==> config.mk <==
export PLATFORM = sky130hd
export DESIGN_NAME = cbrf_cell
export DESIGN_NICKNAME = d
export VERILOG_FILES = /design/src/rtl/core/cbrf_pkg.sv /design/src/rtl/core/cbrf_cell.sv
export SDC_FILE = /design/constraint.sdc
export NUM_CORES = 2
export LEC_CHECK = 0
export ABC_AREA = 1
export BUFFER_PORTS_ARGS = -buffer_cell sky130_fd_sc_hd__buf_4
export CAP_MARGIN = 10
export CORE_UTILIZATION = 40
export DETAILED_ROUTE_END_ITERATION = 7
export GPL_ROUTABILITY_DRIVEN = 0
export PLACE_DENSITY = 0.67
export SYNTH_ARGS = -nofsm -noshare
export SYNTH_HDL_FRONTEND = slang
export SYNTH_SLANG_ARGS = --single-unit
==> constraint.sdc <==
create_clock -name i_clk -period 9.5 [get_ports i_clk]
set_input_delay 0 -clock i_clk [delete_from_list [all_inputs] [get_ports i_clk]]
set_output_delay 0 -clock i_clk [all_outputs]
set_load 0.02 [all_outputs]
==> src/rtl/core/cbrf_pkg.sv <==
// ----------------------------------------------------------------------------
// cbrf_pkg
// Shared types and constants of the cubic bisection root finder.
// ----------------------------------------------------------------------------
`default_nettype none

package cbrf_pkg;

    localparam int MAX_ITER = 10;
    localparam int STEP_W   = $clog2(MAX_ITER + 1);
    localparam int X_W      = 24;
    localparam int COEF_W   = 8;
    localparam int TOL_W    = 23;
    localparam int PIPE_W   = 84;
    localparam int DIGIT_W  = 8;
    localparam int NUM_DIG  = 3;
    localparam int NUM_CELL = 3 * NUM_DIG;

    localparam logic [2:0] ST_ROW   = 3'd0;
    localparam logic [2:0] ST_TOL   = 3'd1;
    localparam logic [2:0] ST_MIDZ  = 3'd2;
    localparam logic [2:0] ST_ENDR  = 3'd3;
    localparam logic [2:0] ST_NOSGN = 3'd4;
    localparam logic [2:0] ST_BAD   = 3'd5;
    localparam logic [2:0] ST_LIMIT = 3'd6;

    localparam logic [2:0] REG_CUBIC  = 3'd0;
    localparam logic [2:0] REG_SQUARE = 3'd1;
    localparam logic [2:0] REG_LINEAR = 3'd2;
    localparam logic [2:0] REG_CONST  = 3'd3;
    localparam logic [2:0] REG_TOL    = 3'd4;

    typedef struct packed {
        logic                     valid;
        logic signed [X_W-1:0]    x;
        logic signed [PIPE_W-1:0] t;
        logic signed [PIPE_W-1:0] acc;
    } t_cell;

endpackage

`default_nettype wire

==> src/rtl/core/cbrf_cell.sv <==
// ----------------------------------------------------------------------------
// cbrf_cell
// One multiply-accumulate cell of the Horner chain: adds one 8-bit digit
// product of x to the running sum and closes a Horner step on the top digit.
// ----------------------------------------------------------------------------
`default_nettype none

module cbrf_cell (
    input  wire logic                             i_clk,
    input  wire logic                             i_rst_n,
    input  wire logic [1:0]                       i_pos,
    input  wire logic signed [cbrf_pkg::PIPE_W-1:0] i_addend,
    input  wire cbrf_pkg::t_cell                  i_cell,
    output cbrf_pkg::t_cell                       o_cell
);
    import cbrf_pkg::*;

    logic signed [DIGIT_W:0]        digit;
    logic signed [PIPE_W+DIGIT_W:0] prod;
    logic signed [PIPE_W-1:0]       shifted;
    logic signed [PIPE_W-1:0]       sum;
    t_cell                          r_cell;

    always_comb begin
        case (i_pos)
            2'd0:    digit = {1'b0, i_cell.x[7:0]};
            2'd1:    digit = {1'b0, i_cell.x[15:8]};
            2'd2:    digit = {i_cell.x[23], i_cell.x[23:16]};
            default: digit = '0;
        endcase
        prod    = i_cell.t * digit;
        shifted = PIPE_W'(prod) <<< (DIGIT_W * int'(i_pos));
        sum     = i_cell.acc + shifted;
    end

    always_ff @(posedge i_clk) begin
        if (!i_rst_n) begin
            r_cell.valid <= 1'b0;
        end else begin
            r_cell.valid <= i_cell.valid;
        end
        r_cell.x <= i_cell.x;
        if (i_pos == 2'd2) begin
            r_cell.t   <= sum + i_addend;
            r_cell.acc <= '0;
        end else begin
            r_cell.t   <= i_cell.t;
            r_cell.acc <= sum;
        end
    end

    assign o_cell = r_cell;

endmodule

`default_nettype wire

==> metrics.yaml <==
critical_path:
  crit_buf_inv: 9
  critPathTopFamily: "simple AND/OR/NAND/NOR gates"
  cp_slowest_cell: "fa_1"
  arrival_ns: 10.13
  max_stage_delay_ns: 0.58
  path_common_cell: "nand2_1"
  crit_required_ns: 9.89
  cp_max_fo: 9
  crit_path_end_kind: "register"
  worstSetupPathType: "input port to register"
  start_kind: "input port"
detailed_routing:
  ant_nets: 0
  drtIter0Drc: 5886
  wl_mm: 205
  dr.pass1.iters: 8
  drc: 16
  route.vias.total: 52200
  wl_per_cell_um: 21.2
  viasPerCell: 5.40
floorplan:
  ioPinCount: 474
  die-area_um2: 109000
  die_h_um: 329
  initial_core_util_pct: 40.5
  rows: 119
  die_x_um: 329
  core_area_um2: 106000
synthesis:
  netlist_area_um2: 42900
  syn_avg_cell_area_um2: 6.63
  synth_fp_nets: 7626
  ys_ff_latch: 193
  synth_cell_types: 64
  yosysSeqAreaShare_pct: 9.01
  synthCells: 6464
  ys_warn_count: 0
global_routing:
  overflow: 0
  grt_first_pass_wirelength_mm: 299
  antenna_found_initial: 12
  grt_max_degree: 88
  grt_pass1_vias: 51900
  track_usage_pct: 36.6
cts:
  cts_tree: "yes"
  cts_buffer_depth: 2
  htreeDepth: 4
  cts.sinks: 193
  path_clk_slew_ns: 0.09
  numCtsBuffers: 17
  cts_root_buf: "clkbuf_16"
final_layout:
  final_util_pct: 59.0
  area_delta_synth_final_pct: 45.7
  largest_reg_flops: 193
  drive_gt1_share_pct: 29.8
  fin_nets: 9421
timing:
  final.min_clock_period_ns: 9.74
  finalCritPeriodShare_pct: 103
  setup_ws_ns: -0.241
  maxSlewHeadroom_pct: 26.9
  finalHoldViolations: 0
  tightest_slew_ns: 1.10
  setup_viol: 17
  fmax_ghz: 0.103
  report.final.slew_viol_count: 0
  grt_setup_unrepaired: "true"
run_status:
  violations: "design-rule violations, negative setup slack"
  status: "finished, violations left"
min_path:
  hold_class: "input port to register"
  hold_path_depth: 5
  hold_start: "i_addend[64]"
  holdPathEnd: "o_cell[148]"
run:
  max_cap_viol_count: 0
placement:
  io_buffers: 473
  hpwl_mm: 170
-- stage by stage --
stage / worst slack (ns) / instance area (um2) / hold WS [ns] / TNS, ns / instances
floorplan: 0.516 / 42900 / 0.0277 / 0 / 6464
global placement: -1.09 / 57700 / 0.152 / -25.01 / 9469
detailed placement: -1.19 / 57700 / 0.150 / -29.17 / 9469
CTS: -0.0160 / 59900 / 0.00184 / -0.0170 / 9626
global route: -0.425 / 62500 / 0.0179 / -7.32 / 9665
finish: -0.241 / 62500 / 0.0144 / -1.61 / 9669
-- cells in the final DEF, fill, tap and decap left out, types with 62 or more instances in the layout --
cell type      instances
buf_4               1831
nand2_1             1523
inv_1               1307
nor2_1               577
fa_1                 545
a21oi_1              330
ha_1                 285
nand3_1              237
o21ai_0              222
dfxtp_1              193
dlygate4sd3_1        112
a21oi_2               84
o21ai_1               81
nor2_2                74
xor2_1                62
-- area by class of cell --
class | instances | area, um2
clock buffer | 17 | 425
inverter | 1322 | 4970
multi-input combinational | 4738 | 35700
clock inverter | 15 | 191
tap | 1391 | 1740
timing repair buffer | 1987 | 15600
sequential | 193 | 3860
antenna | 6 | 15.0
fill | 9430 | 43400
-- what timing repair did --
action                     in CTS  in global routing
hold endpoints to repair      103                  0
cloned                          1                  1
resized for setup              84                545
setup buffers                  12                 37
hold buffers                  112                  0
pin swaps                      16                124
setup endpoints to repair      26                 56
-- synthesized netlist by cell type, drive strengths merged --
cell,n,area [um2]
nand2,1579,5950
inv,1322,4970
nor2,665,2540
fa,546,10900
a21oi,428,2200
o21ai,357,1870
ha,335,4190
nand3,276,1430
dfxtp,193,3860
clkbuf,129,484
xor2,91,805
buf,82,343
or2,69,432
xnor2,57,499
a31oi,47,294
nor3,43,225
a21o,32,240
o21a,28,210
o21bai,28,225
nand4,25,156
nor4,19,138
a21boi,18,143
and3,12,75.1
nand3b,11,82.6
o211ai,11,82.6
mux2i,10,100
o22ai,8,50.1
a211oi,7,52.6
and2,6,37.5
o2111ai,6,52.6
a221oi,4,35.0
a311oi,4,35.0
a31o,3,26.3
o31ai,3,22.5
a2111oi,2,17.5
nand2b,2,12.5
o221a,2,22.5
o221ai,2,17.5
a221o,1,10.0
or3,1,6.26
-- per-layer routing --
metal	track usage, %	vias up	routed length [um]
met5	0	-	50
met1	44.3	24600	73500
met2	57.2	3342	89700
met4	24.6	8	16700
li1	-	23500	-
met3	9.34	845	25100
-- logic make-up (layout without fill, tap and decap cells) --
group	count (synthesis)	after routing	synth area share, %
and+or+nand+nor	2708	2708	25.9
xor gates and xnor gates	148	148	3.04
other	0	6	0
DFF	193	193	9.01
adders and majority gates	881	881	35.3
buffers and inverters	1533	3341	13.5
AOI/OAI and AO/OA	991	991	13.1
muxes	10	10	0.233
-- worst max-delay path by stage --
stage	slack, ns	depth (start not counted)	endpoint	from
finish	-0.24	50	o_cell[159]	i_pos[1]
global route	-0.42	53	o_cell[163]	i_pos[1]
CTS	-0.02	59	o_cell[159]	i_pos[0]
detailed placement	-1.19	50	o_cell[159]	i_pos[0]
global placement	-1.09	50	o_cell[150]	i_pos[0]
floorplan	0.52	59	o_cell[167]	i_pos[0]
Power is not shown: default switching activity piles up to over one toggle a cycle in this logic, so the estimate is an artifact.
